File: config.mk
export PLATFORM = sky130hd
export DESIGN_NAME = prefixed_number_token_parser
export DESIGN_NICKNAME = d
export VERILOG_FILES = /design/src/hw/rtl/pntp_pkg.sv /design/src/hw/rtl/prefixed_number_token_parser.sv /design/src/hw/rtl/pntp_front.sv /design/src/hw/rtl/pntp_queue.sv /design/src/hw/rtl/pntp_back.sv
export SDC_FILE = /design/constraint.sdc
export NUM_CORES = 1
export LEC_CHECK = 0
export BUFFER_PORTS_ARGS = -buffer_cell sky130_fd_sc_hd__buf_4
export CAP_MARGIN = 5
export CORE_UTILIZATION = 50
export DETAILED_ROUTE_END_ITERATION = 6
export PLACE_DENSITY = 0.69
export SYNTH_ARGS = -nofsm -noshare
export SYNTH_HDL_FRONTEND = slang
export SYNTH_HIERARCHICAL = 1
export SYNTH_SLANG_ARGS = --single-unit
File: constraint.sdc
create_clock -name clk -period 6.7 [get_ports clk]
set_input_delay 1.005 -clock clk [delete_from_list [all_inputs] [get_ports clk]]
set_output_delay 1.005 -clock clk [all_outputs]
set_load 0.01 [all_outputs]
File: src/hw/rtl/pntp_pkg.sv
// Shared types and constants for the prefixed number token parser.
// Used by every module of the block; depends on nothing.
package pntp_pkg;

  localparam int CELL_BITS  = 32;
  localparam int VALUE_BITS = 32;
  localparam int BASE_BITS  = 5;
  localparam int DIGIT_BITS = 4;
  localparam int CHAR_BITS  = 8;

  localparam int QDEPTH = 4;
  localparam int QPTR_W = $clog2(QDEPTH);

  localparam logic [CHAR_BITS-1:0] CH_DOLLAR  = 8'h24;
  localparam logic [CHAR_BITS-1:0] CH_PERCENT = 8'h25;
  localparam logic [CHAR_BITS-1:0] CH_HASH    = 8'h23;
  localparam logic [CHAR_BITS-1:0] CH_MINUS   = 8'h2D;
  localparam logic [CHAR_BITS-1:0] CH_ZERO    = 8'h30;
  localparam logic [CHAR_BITS-1:0] CH_NINE    = 8'h39;
  localparam logic [CHAR_BITS-1:0] CH_UP_A    = 8'h41;
  localparam logic [CHAR_BITS-1:0] CH_UP_Z    = 8'h5A;
  localparam logic [CHAR_BITS-1:0] CH_LOW_A   = 8'h61;
  localparam logic [CHAR_BITS-1:0] CH_LOW_F   = 8'h66;
  localparam logic [CHAR_BITS-1:0] CASE_SHIFT = 8'h20;

  localparam logic [BASE_BITS-1:0] BASE_MIN  = 5'd2;
  localparam logic [BASE_BITS-1:0] BASE_MAX  = 5'd16;
  localparam logic [BASE_BITS-1:0] BASE_DEC  = 5'd10;
  localparam logic [BASE_BITS-1:0] BASE_HEX  = 5'd16;
  localparam logic [BASE_BITS-1:0] BASE_BIN  = 5'd2;
  localparam logic [DIGIT_BITS-1:0] HEX_TEN  = 4'd10;

  typedef struct packed {
    logic [CHAR_BITS-1:0] char_code;
    logic                 last_char;
  } pntp_in_t;

  typedef struct packed {
    logic                          is_number;
    logic signed [VALUE_BITS-1:0]  value;
  } pntp_out_t;

  // One classified character handed from front to back.
  typedef struct packed {
    logic                  start;  // first character of a token
    logic                  neg;    // token began with '-'
    logic                  skip;   // prefix character, no digit
    logic                  bad;    // not a digit below the base
    logic [DIGIT_BITS-1:0] digit;
    logic [BASE_BITS-1:0]  base;
    logic                  last;
  } pntp_entry_t;

endpackage

File: src/hw/rtl/prefixed_number_token_parser.sv
// Prefixed number token parser: one character per item, one result per token.
// The last character reaches the result via the queue register, then the output register.
// Throughput: one item per cycle unless in_stall; the back end's one multiplier sets it.
// Reset: synchronous, active low; default base returns to 10, the queue empties,
// and the parser waits for the first character of a new token.
// Depends on pntp_pkg, pntp_front, pntp_queue and pntp_back.
module prefixed_number_token_parser (
  input  logic                  clk,
  input  logic                  rst_n,
  // character items
  input  logic                  in_valid,
  input  pntp_pkg::pntp_in_t    in_item,
  output logic                  in_stall,
  // result items
  output logic                  out_valid,
  output pntp_pkg::pntp_out_t   out_item,
  input  logic                  out_stall,
  // default base register
  input  logic                  cfg_valid,
  input  logic [4:0]            cfg_data,
  output logic                  cfg_ready
);
  import pntp_pkg::*;

  logic        q_push;
  logic        q_full;
  logic        q_pop;
  logic        q_empty;
  pntp_entry_t q_wdata;
  pntp_entry_t q_rdata;

  // Classify each character; pick the token base on its first character.
  pntp_front u_front (
    .clk       (clk),
    .rst_n     (rst_n),
    .in_valid  (in_valid),
    .in_item   (in_item),
    .in_stall  (in_stall),
    .cfg_valid (cfg_valid),
    .cfg_data  (cfg_data),
    .cfg_ready (cfg_ready),
    .q_full    (q_full),
    .q_push    (q_push),
    .q_wdata   (q_wdata)
  );

  // Decouple the two sides so a stalled result does not block input until the queue fills.
  pntp_queue u_queue (
    .clk   (clk),
    .rst_n (rst_n),
    .push  (q_push),
    .wdata (q_wdata),
    .full  (q_full),
    .pop   (q_pop),
    .empty (q_empty),
    .rdata (q_rdata)
  );

  // Accumulate digits, apply sign, present the result.
  pntp_back u_back (
    .clk       (clk),
    .rst_n     (rst_n),
    .q_empty   (q_empty),
    .q_rdata   (q_rdata),
    .q_pop     (q_pop),
    .out_valid (out_valid),
    .out_item  (out_item),
    .out_stall (out_stall)
  );

  // A failed token always reports zero.
  a_fail_zero: assert property (@(posedge clk) disable iff (!rst_n)
    out_valid |-> (out_item.is_number || out_item.value == '0))
    else $error("failed token with nonzero value");

  // Never push into a full queue.
  a_no_overflow: assert property (@(posedge clk) disable iff (!rst_n)
    q_push |-> !q_full)
    else $error("queue overflow");

  // Never retire a final character while the result register is held.
  a_no_overwrite: assert property (@(posedge clk) disable iff (!rst_n)
    (q_pop && q_rdata.last) |-> !(out_valid && out_stall))
    else $error("stalled result overwritten");

  // A popped final character shows up as a result on the next cycle.
  a_result_follows: assert property (@(posedge clk) disable iff (!rst_n)
    (q_pop && q_rdata.last) |=> out_valid)
    else $error("result lost");

endmodule

File: src/hw/rtl/pntp_front.sv
// Front end: accepts characters, owns the default base register,
// tracks token start and base, classifies each character. Uses pntp_pkg.
module pntp_front (
  input  logic                     clk,
  input  logic                     rst_n,
  input  logic                     in_valid,
  input  pntp_pkg::pntp_in_t       in_item,
  output logic                     in_stall,
  input  logic                     cfg_valid,
  input  logic [4:0]               cfg_data,
  output logic                     cfg_ready,
  input  logic                     q_full,
  output logic                     q_push,
  output pntp_pkg::pntp_entry_t    q_wdata
);
  import pntp_pkg::*;

  logic [BASE_BITS-1:0]  dflt_base_r, dflt_base_nxt;
  logic [BASE_BITS-1:0]  tok_base_r, tok_base_nxt;
  logic                  at_start_r, at_start_nxt;
  logic [BASE_BITS-1:0]  clamped;
  logic [BASE_BITS-1:0]  base_now;
  logic [CHAR_BITS-1:0]  c_low;
  logic [DIGIT_BITS-1:0] digit;
  logic                  hex_ok;
  logic                  is_prefix;
  logic                  is_minus;
  logic                  accept;

  assign in_stall  = q_full;
  assign cfg_ready = 1'b1;
  assign accept    = in_valid && !in_stall;
  assign q_push    = accept;

  always_comb begin
    clamped = dflt_base_r;
    if (dflt_base_r < BASE_MIN) begin
      clamped = BASE_MIN;
    end else if (dflt_base_r > BASE_MAX) begin
      clamped = BASE_MAX;
    end
  end

  // Lower case, then map onto the hex digit set.
  always_comb begin
    c_low = in_item.char_code;
    if (in_item.char_code >= CH_UP_A && in_item.char_code <= CH_UP_Z) begin
      c_low = in_item.char_code + CASE_SHIFT;
    end
    hex_ok = 1'b0;
    digit  = '0;
    if (c_low >= CH_ZERO && c_low <= CH_NINE) begin
      hex_ok = 1'b1;
      digit  = DIGIT_BITS'(c_low - CH_ZERO);
    end else if (c_low >= CH_LOW_A && c_low <= CH_LOW_F) begin
      hex_ok = 1'b1;
      digit  = DIGIT_BITS'(c_low - CH_LOW_A) + HEX_TEN;
    end
  end

  always_comb begin
    is_prefix = 1'b0;
    is_minus  = 1'b0;
    base_now  = tok_base_r;
    if (at_start_r) begin
      base_now = clamped;
      priority if (in_item.char_code == CH_DOLLAR) begin
        base_now  = BASE_HEX;
        is_prefix = 1'b1;
      end else if (in_item.char_code == CH_PERCENT) begin
        base_now  = BASE_BIN;
        is_prefix = 1'b1;
      end else if (in_item.char_code == CH_HASH) begin
        base_now  = BASE_DEC;
        is_prefix = 1'b1;
      end else if (in_item.char_code == CH_MINUS) begin
        is_minus  = 1'b1;
        is_prefix = 1'b1;
      end else begin
      end
    end
  end

  always_comb begin
    q_wdata.start = at_start_r;
    q_wdata.neg   = is_minus;
    q_wdata.skip  = is_prefix;
    q_wdata.bad   = !hex_ok || ({1'b0, digit} >= base_now);
    q_wdata.digit = digit;
    q_wdata.base  = base_now;
    q_wdata.last  = in_item.last_char;
  end

  always_comb begin
    dflt_base_nxt = dflt_base_r;
    tok_base_nxt  = tok_base_r;
    at_start_nxt  = at_start_r;
    if (cfg_valid && cfg_ready) begin
      dflt_base_nxt = cfg_data;
    end
    if (accept) begin
      tok_base_nxt = base_now;
      at_start_nxt = in_item.last_char;
    end
  end

  always_ff @(posedge clk) begin
    if (!rst_n) begin
      dflt_base_r <= BASE_DEC;
      tok_base_r  <= '0;
      at_start_r  <= 1'b1;
    end else begin
      dflt_base_r <= dflt_base_nxt;
      tok_base_r  <= tok_base_nxt;
      at_start_r  <= at_start_nxt;
    end
  end

endmodule

File: src/hw/rtl/pntp_queue.sv
// Short register queue of classified characters between front and back.
// Uses pntp_pkg for the entry type and depth.
module pntp_queue (
  input  logic                   clk,
  input  logic                   rst_n,
  input  logic                   push,
  input  pntp_pkg::pntp_entry_t  wdata,
  output logic                   full,
  input  logic                   pop,
  output logic                   empty,
  output pntp_pkg::pntp_entry_t  rdata
);
  import pntp_pkg::*;

  pntp_entry_t        mem_r [QDEPTH];
  logic [QPTR_W-1:0]  wr_ptr_r, wr_ptr_nxt;
  logic [QPTR_W-1:0]  rd_ptr_r, rd_ptr_nxt;
  logic [QPTR_W:0]    count_r, count_nxt;

  assign full  = (count_r == (QPTR_W+1)'(QDEPTH));
  assign empty = (count_r == '0);
  assign rdata = mem_r[rd_ptr_r];

  always_comb begin
    wr_ptr_nxt = wr_ptr_r;
    rd_ptr_nxt = rd_ptr_r;
    count_nxt  = count_r;
    if (push) begin
      wr_ptr_nxt = wr_ptr_r + 1'b1;
    end
    if (pop) begin
      rd_ptr_nxt = rd_ptr_r + 1'b1;
    end
    if (push && !pop) begin
      count_nxt = count_r + 1'b1;
    end else if (pop && !push) begin
      count_nxt = count_r - 1'b1;
    end
  end

  always_ff @(posedge clk) begin
    if (!rst_n) begin
      wr_ptr_r <= '0;
      rd_ptr_r <= '0;
      count_r  <= '0;
    end else begin
      wr_ptr_r <= wr_ptr_nxt;
      rd_ptr_r <= rd_ptr_nxt;
      count_r  <= count_nxt;
    end
  end

  always_ff @(posedge clk) begin
    if (push) begin
      mem_r[wr_ptr_r] <= wdata;
    end
  end

endmodule

File: src/hw/rtl/pntp_back.sv
// Back end: multiply-accumulate per digit, failure and sign tracking,
// and the output register. Uses pntp_pkg.
module pntp_back (
  input  logic                   clk,
  input  logic                   rst_n,
  input  logic                   q_empty,
  input  pntp_pkg::pntp_entry_t  q_rdata,
  output logic                   q_pop,
  output logic                   out_valid,
  output pntp_pkg::pntp_out_t    out_item,
  input  logic                   out_stall
);
  import pntp_pkg::*;

  logic [CELL_BITS-1:0] acc_r, acc_nxt;
  logic                 failed_r, failed_nxt;
  logic                 neg_r, neg_nxt;
  logic                 out_valid_r, out_valid_nxt;
  pntp_out_t            out_item_r, out_item_nxt;
  logic [CELL_BITS-1:0] acc_in;
  logic [CELL_BITS-1:0] prod;
  logic [CELL_BITS-1:0] signed_acc;
  logic                 fail_in;
  logic                 out_blocked;

  assign out_valid   = out_valid_r;
  assign out_item    = out_item_r;
  assign out_blocked = out_valid_r && out_stall;
  // Hold a final character while the previous result still waits.
  assign q_pop       = !q_empty && !(q_rdata.last && out_blocked);

  always_comb begin
    acc_in     = q_rdata.start ? '0 : acc_r;
    fail_in    = q_rdata.start ? 1'b0 : failed_r;
    neg_nxt    = q_rdata.start ? q_rdata.neg : neg_r;
    failed_nxt = fail_in || (!q_rdata.skip && q_rdata.bad);
    prod       = acc_in * CELL_BITS'(q_rdata.base);
    acc_nxt    = acc_in;
    if (!q_rdata.skip && !failed_nxt) begin
      acc_nxt = prod + CELL_BITS'(q_rdata.digit);
    end
    signed_acc = neg_nxt ? (~acc_nxt + 1'b1) : acc_nxt;
  end

  always_comb begin
    out_valid_nxt = out_valid_r;
    out_item_nxt  = out_item_r;
    if (!out_stall) begin
      out_valid_nxt = 1'b0;
    end
    if (q_pop && q_rdata.last) begin
      out_valid_nxt          = 1'b1;
      out_item_nxt.is_number = !failed_nxt;
      out_item_nxt.value     = failed_nxt ? '0 : VALUE_BITS'(signed_acc);
    end
  end

  always_ff @(posedge clk) begin
    if (!rst_n) begin
      acc_r       <= '0;
      failed_r    <= 1'b0;
      neg_r       <= 1'b0;
      out_valid_r <= 1'b0;
    end else begin
      if (q_pop) begin
        acc_r    <= acc_nxt;
        failed_r <= failed_nxt;
        neg_r    <= neg_nxt;
      end
      out_valid_r <= out_valid_nxt;
    end
  end

  always_ff @(posedge clk) begin
    out_item_r <= out_item_nxt;
  end

endmodule
---- Yosys cells after proc, flatten, opt, wreduce, memory -nomap -nowiden ----
Memory sizes are Yosys's and may differ from the RTL's. A register that Yosys moved wholly into a read port is not among the register bits.
Index checks and enable logic that the tools add are counted.
operators by class
  reduce and logical (&&, ||, !) cells .... 24
  magnitude comparators ................... 9
  $mul .................................... 1
  multiplexer cells ....................... 33
  add/sub/neg operators ................... 10
  equal/unequal tests ..................... 6
  bitwise logic cells ..................... 1
operator list
  cell                     count
  $mux W32                 3
  $add A32 B1 Y32 const B  1
  $add A32 B4 Y32          1
  $eq A8 B6 Y1 const B     4
  $mul A32 B5 Y32          1
  $not A32 Y32             1
  $mux W5                  6
  $mux W1                  17
  $ge A8 B7 Y1 const B     2
  $le A8 B7 Y1 const B     2
  $logic_and A1 B1 Y1      12
  $add A8 B6 Y8 const B    1
  $ge A8 B6 Y1 const B     1
  $le A8 B6 Y1 const B     1
  $logic_not A1 Y1         8
  $mux W4                  2
  $mux W8                  1
  $sub A4 B1 Y4 const B    2
  $mux W3                  2
  $ge A4 B5 Y1             1
  $gt A5 B5 Y1 const B     1
  $lt A5 B2 Y1 const B     1
  $add A2 B1 Y2 const B    2
  $add A4 B4 Y4 const B    1
  other kinds (8)          10
storage, ports and cells
  RAM bits ................................ 56
  input bits .............................. 19
  memories ................................ 1
  output and inout port bits .............. 36
  word-level logic and storage cells ...... 97
  register bits ........................... 86
memory list
  name           words  bits a word  rd ports  clocked after memory_dff  write ports  line              source
  u_queue.mem_r  4      14           1         1                         1            pntp_queue.sv:15  pntp_entry_t mem_r [QDEPTH];

---- Depth between registers and ports, before layout ----
Gate-level depths: netlist of run 1.
  depth after elaboration ................. 9
  gate-level depth with buffers ........... 28

---- Cells and area by module ----
The synthesis of run 1 kept the hierarchy.
by module, submodules not included
  module      cells each  times used  area an instance (µm²)
  pntp_back   1133        1           9467.8
  pntp_queue  116         1           2493.6
  pntp_front  144         1           1134.8

---- Worst setup path before layout of run 1 ----
No wires, ideal clock.
  path kind ............................... register to register
  from .................................... register (tool-made name)
  to ...................................... register u_back.out_item_r (netlist bit u_back/out_item[31]) (data pin)
  period minus slack after synthesis ...... 7.301 ns
  buffers on the path ..................... 7
  arrival ................................. 7.046 ns
  library setup time ...................... 0.254 ns
  setup slack ............................. -0.601 ns
  stages on the path, launching flop included .. 28
  cells stage by stage .................... dfxtp_1 -> buf_6 -> mux4_1 -> buf_2 -> buf_1 -> clkbuf_1 -> clkbuf_1 -> nor2b_1 -> clkbuf_1 -> and2_1 -> fa_1 -> fa_1 -> inv_1 -> fa_1 -> inv_1 -> ha_1 -> clkbuf_1 -> and3_1 -> o211ai_1 -> o21ba_2 -> mux2_1 -> a221oi_2 -> and4b_1 -> nand4_1 -> or3_4 -> o41ai_2 -> xor2_1 -> nor2_1
RTL lines
  element                 line             source
  end signal: assignment  pntp_back.sv:75  out_item_r <= out_item_nxt;
  end: declaration        pntp_back.sv:19  pntp_out_t out_item_r, out_item_nxt;

==> impl_metrics.ini, run 1 <==
[run_status]
outcome = completed

[finish]
layout.nets = 1674
antenna_cells_inserted = 0
area_delta_synth_final_pct = 15.95
filler_cell_count = 2203
final_layout_size_suffix_gt1_frac = 0.1910

[worst_setup_path]
worst_ep_required_time_ns = 6.87
crit_fanout = 6
critical_path.reg2reg.endpoint = u_back/out_item[31]
cp_data_arrival_time_ns = 6.76
worst_r2r_startpoint = u_queue/mem_r[3][13]
reg2regPathDepth = 22
criticalPathCategory = flip-flop to flip-flop
r2r_setup_slk_ns = 0.11
startpoint_type = flip-flop
cp-end-kind = flip-flop

[yosys]
synthSimpleGateAreaFrac = 0.2100
synth_commonest_cells = 170 x inv_1, 151 x and2_1, 100 x nand2_1, 90 x nor2_1, 89 x edfxtp_1
syn-num-nets = 1577
post_synthesis_share_of_cell_area_spent_on_full_adders_half_adders_and_majority_gates = 0.2075
synthesis.instances = 1393
yosysSeqAreaShare = 0.2881
post_synth_xor_area_fraction = 0.03544
ys_top_cells_by_area = edfxtp_1 20%, fa_1 13%, dfxtp_1 8.4%
post_synth.cell_area_avg_um2 = 9.402
netlist_area_um2 = 13100
synth_top_family_by_area = simple AND/OR/NAND/NOR gates
ys_seq_elements = 144
yosysTopAreaCell = edfxtp_1
number_of_enable_type_register_cells_in_the_synthesized_netlist = 89
yosysWarningCount = 6
synthFlopType = edfxtp_1
synthArstFlopShare = 0
yosysTopAreaCellShare = 0.2041
post_synth_num_cell_types = 107
synthMostInstantiatedCell = inv_1
synth_compound_area_frac = 0.1374
synth.area.mux_share = 0.04137

[grt]
globalRoute.totalOverflow = 0
pin_count_of_the_biggest_net_entering_global_routing = 56
track_usage = 0.2653
grt_pass1_wl_um = 54680
first_global_vias = 10300
grt_antenna_before_repair = 0

[clock_network]
clock_latency_ns = 0.43
cts_buffer_count = 17
cts_tree = done
clk_transition_reported_paths_ns = 0.07
h_tree_levels = 4
cts_max_path_buffers = 2
clockRootBuffer = clkbuf_16
cts_hold_buffers = 0
cts_sinks = 144

[floorplanning]
ios = 55
core_area_um2 = 25470
initial_core_util = 0.5141
num_rows = 58
die_w_um = 163.8
dieArea_um2 = 26840
die_height_um = 163.8

[detailed_routing]
wl_per_cell_um = 19.22
viasPerCell = 5.750
drt_first_iter_violations = 725
post_route_wl_um = 35230
via_count = 10540
antenna_left = 0
firstDrtPassIters = 5
drt_drc_violations_left = 0

[pwr]
power.static_leakage_nw = 6.783
total_power_mw = 6.398
max_rail_drop_vdd_v = 0.0002696
power_density_nw_per_um2 = 421.3

[sta]
hold_viol_final = 0
fin_worst_hold_slack_ns = 0.4679
timing.clock.skew_ns = 0.01515
worst_slew_margin_rel = 0.3370
layout_worst_path_cycle_share = 0.9836
setup_viol = 0
min_period_ns = 6.590
max_slew.worst_pin.slew_ns = 0.9944
unrepaired_setup_endpoints_after_global_routing = true
drv_slew = 0
fmax_mhz = 151.7

[placement]
dp_hpwl_um = 25410
io_buffers = 53
gp_routability_congestion = 0.9840

[worst_hold_path]
timing.hold.worst_path_depth = 2
hp-start = u_front/tok_base_r[0]
min_delay_worst_endpoint = u_front/tok_base_r[0]
timing.hold.worst.class = flip-flop to flip-flop

[flow_run]
maxCapViolations = 0
## report_power, final
part	switching (mW)	internal, mW
clock	0.439	0.526
sequential	0.156	1.28
combinational	2.37	1.63
total	2.96	3.43
## flip-flops by register name (all words and copies together), names as in the netlist, named ones only
name                 count
u_queue/mem_r           56
u_back/out_item         33
u_back/acc_r            32
u_front/dflt_base_r      5
u_front/tok_base_r       5
u_queue/count_r          3
u_queue/rd_ptr_r         2
u_queue/wr_ptr_r         2
u_back/failed_r          1
u_back/neg_r             1
u_back/out_valid         1
u_front/at_start_r       1
## stage by stage
stage / util / setup TNS, ns / cells / worst slack (ns) / instance area [um2]
final: 0.5961 / 0 / 1833 / 0.1097 / 15180
after global routing: 0.5961 / -0.3755 / 1833 / -0.1080 / 15180
after CTS: 0.5818 / 0 / 1818 / 0.07086 / 14820
after detailed placement: 0.5560 / -0.04438 / 1783 / -0.04438 / 14160
after global placement: 0.5560 / 0 / 1783 / 0.001350 / 14160
after floorplan: - / 0 / 1393 / 0.001122 / 13190
## timing repair
action / in CTS / in global routing
setup endpoints to repair: 3 / 11
pin swaps: 0 / 17
buffers inserted: 1 / 13
cloned: 2 / 2
gates resized for setup: 5 / 50
## worst max path at each step
stage,start,endpoint,slack (ns)
2_1_floorplan,flip-flop,u_back/out_item[31],0.001
3_3_place_gp,flip-flop,u_back/out_item[30],0.001
3_5_place_dp,flip-flop,u_back/out_item[30],-0.04
4_1_cts,flip-flop,u_back/out_item[31],0.07
5_1_grt,flip-flop,u_back/out_item[31],-0.11
6_report,u_queue/mem_r[3][13],u_back/out_item[31],0.11
## critical path, cell delays in order (launching register included)
cell and delay, ns:
edfxtp_1 0.42, mux4_2 0.64, nor2b_4 0.28, and2_1 0.19
fa_1 0.44, fa_1 0.54, inv_1 0.06, fa_1 0.53
inv_1 0.04, ha_1 0.28, buf_4 0.15, o211a_1 0.16
o31a_1 0.30, buf_4 0.17, o21ba_2 0.14, mux2_1 0.33
a221oi_2 0.20, and4b_2 0.29, nand4_1 0.15, or3_4 0.46
o41ai_2 0.33, xor2_1 0.18, nor2_1 0.05
## logic make-up (layout without fill, tap and decap cells)
| logic type | Yosys count | count (layout) |
|---|---|---|
| adder cells (fa/ha/maj) | 165 | 165 |
| AO/OA/AOI/OAI | 246 | 246 |
| AND/OR/NAND/NOR | 506 | 507 |
| flip-flops | 144 | 144 |
| buffers and inverters | 244 | 351 |
| multiplexers | 34 | 36 |
| XOR/XNOR | 53 | 53 |
| other | 1 | 1 |
## layer usage
layer / vias up / wire [um] / GRT usage
met2: 314 / 17140 / 0.4453
met4: 0 / 1044 / 0.09470
met5: - / 0 / 0
met1: 5229 / 15190 / 0.3441
met3: 69 / 1862 / 0.04470
li1: 4928 / - / -
## final cells by class
class | count | area, um2 | area share
inverters | 174 | 653.1 | 0.04301
clock inverters | 13 | 127.6 | 0.008405
well taps | 330 | 412.9 | 0.02719
multi-input cells | 1008 | 8615 | 0.5673
clock buffers | 19 | 464.2 | 0.03057
repair buffers | 145 | 1135 | 0.07474
flip-flops and latches | 144 | 3777 | 0.2488
## layout by cell type, fill, tap and decap left out, drive strengths merged, types with 11 or more instances in the layout
cell type	n
nor3	18
ha	78
and2	153
nand3	29
o21ai	50
mux2i	17
o211a	24
inv	184
xor2	28
a21oi	52
nor2b	41
a211oi	11
nand4	14
xnor2	25
a21o	17
nor2	92
nand2	100
fa	87
edfxtp	89
mux4	16
o21a	11
or3	11
a31oi	12
dfxtp	55
clkbuf	20
buf	144
(Power assumes the default switching activity.)
==> run 2: changes to the inputs <==
CORE_UTILIZATION = 25   (was 50)
PLACE_DENSITY = default   (was 0.69)
==> impl_metrics.ini, run 2 (same netlist as run 1, synthesis figures left out) <==
[clock_network]
cts_buffer_count = 17
cts_tree = done
clockRootBuffer = clkbuf_16
cts_sinks = 144
clock_latency_ns = 0.44
clk_transition_reported_paths_ns = 0.07
cts_max_path_buffers = 2
h_tree_levels = 4

[detailed_routing]
viasPerCell = 4.770
drt_drc_violations_left = 0
drt_first_iter_violations = 708
firstDrtPassIters = 5
antenna_left = 0
via_count = 10490
wl_per_cell_um = 16.60
post_route_wl_um = 36530

[sta]
layout_worst_path_cycle_share = 0.9753
hold_viol_final = 0
worst_slew_margin_rel = 0.2967
max_slew.worst_pin.slew_ns = 1.053
setup_viol = 0
fmax_mhz = 153.0
drv_slew = 0
min_period_ns = 6.534
timing.clock.skew_ns = 0.01476
fin_worst_hold_slack_ns = 0.4552

[finish]
most-common-layout-cells = 170 x inv_1, 150 x buf_4, 145 x and2_1
layout_commonest_cell = inv_1
area_delta_synth_final_pct = 21.86
filler_cell_count = 5418
final_util = 0.3098
final_layout_size_suffix_gt1_frac = 0.2138
sequential_cell_area_um2 = 3775
layout.nets = 1692
antenna_cells_inserted = 0
max_flop_register = u_queue/mem_r
multi_input_comb_area_um2 = 8740
largest_reg_flops = 56
layoutNonFillerInstCount = 2200

[floorplanning]
die_w_um = 230.9
num_rows = 83
core_area_um2 = 51510
initial_core_util = 0.2543
die_height_um = 230.9
ios = 55
dieArea_um2 = 53310

[grt]
pin_count_of_the_biggest_net_entering_global_routing = 58
globalRoute.totalOverflow = 0
first_global_vias = 10450
track_usage = 0.1341
grt_antenna_before_repair = 1
grt_pass1_wl_um = 56380

[worst_hold_path]
hp-start = u_front/tok_base_r[2]
timing.hold.worst.class = flip-flop to flip-flop
timing.hold.worst_path_depth = 2

[pwr]
power.static_leakage_nw = 6.882
power_density_nw_per_um2 = 409.9
max_rail_drop_vdd_v = 0.0002078

[flow_run]
maxCapViolations = 0

[worst_setup_path]
crit_fanout = 6
cp-end-kind = flip-flop
cp_data_arrival_time_ns = 6.71
cpPeakStageDelay_ns = 0.59
reg2regPathDepth = 21
startpoint_type = flip-flop
cell_type_of_the_slowest_stage_on_the_worst_timing_path = mux4_2
worstPathCellList = mux4_2, buf_12, nor2b_1, and2_1, fa_1, fa_1, inv_1, fa_1, inv_1, ha_4, a21o_1, or3_4, o21ba_4, mux2_4, a221oi_4, and4b_2, nand4_1, or3_4, o41ai_4, xor2_1, nor2_1
worst_ep_required_time_ns = 6.88
critical_path.most_common_cell = fa_1
criticalPathCategory = flip-flop to flip-flop

[placement]
io_buffers = 53
gp_routability_congestion = 0.9058
dp_hpwl_um = 27240
placedCellCount = 2139

[run_status]
outcome = completed
[run 2: per-layer routing]
metal  up-vias  global-route usage  share of wire
met1      5164              0.1800           0.46
met3        70             0.02112          0.050
met4         0             0.04387          0.028
li1       4973                   -              -
met2       287              0.2186           0.47
met5         -                   0              0
[run 2: area by class of cell]
cell class / count / share of cell area
Multi-Input combinational cell: 1007 / 0.5476
Sequential cell: 144 / 0.2365
Timing Repair Buffer: 164 / 0.08483
Tap cell: 680 / 0.05331
Inverter: 174 / 0.04092
Clock buffer: 20 / 0.02862
Clock inverter: 11 / 0.008154
[run 2: where the power goes]
group	internal [mW]	switching, mW	leakage [nW]	total [mW]
Clock	0.571	0.403	0.281	0.974
Sequential	1.28	0.153	1.29	1.43
Combinational	1.72	2.41	5.31	4.13
Total	3.57	2.97	6.88	6.54
[run 2: metrics by stage]
step / instance area [um2] / total power, mW / TNS (ns) / setup slack (ns)
after detailed placement: 14630 / 5.180 / -0.002721 / -0.002721
after floorplan: 13190 / 3.882 / 0 / 0.001122
after global routing: 15960 / 6.996 / -0.05472 / -0.05472
after global placement: 14630 / 5.131 / 0 / 0.01850
after CTS: 15220 / 6.176 / 0 / 0.006576
final: 15960 / 6.542 / 0 / 0.1657
[run 2: worst max-delay path: cells and delay by family, from the launching register on]
kind                     cells  cell delay [ns]
flip-flops                   1             0.36
XOR/XNOR                     1             0.18
buffers and inverters        3             0.30
adder cells (fa/ha/maj)      4             1.78
multiplexers                 2             0.90
AND/OR/NAND/NOR              7             1.72
AO/OA/AOI/OAI                4             1.05
[run 2: final timing paths]
check	slack, ns	endpoint
worst max register to register	0.17	u_back/out_item[31]
worst min-delay path	0.46	u_front/tok_base_r[2]
worst max-delay path	0.17	u_back/out_item[31]
worst min register to register	0.46	u_front/tok_base_r[2]
[run 2: timing repair]
item | 4_1_cts | 5_1_grt
setup endpoints to repair | 0 | 16
gates resized for setup | 0 | 94
setup buffers | 0 | 27
hold buffers | 0 | 0
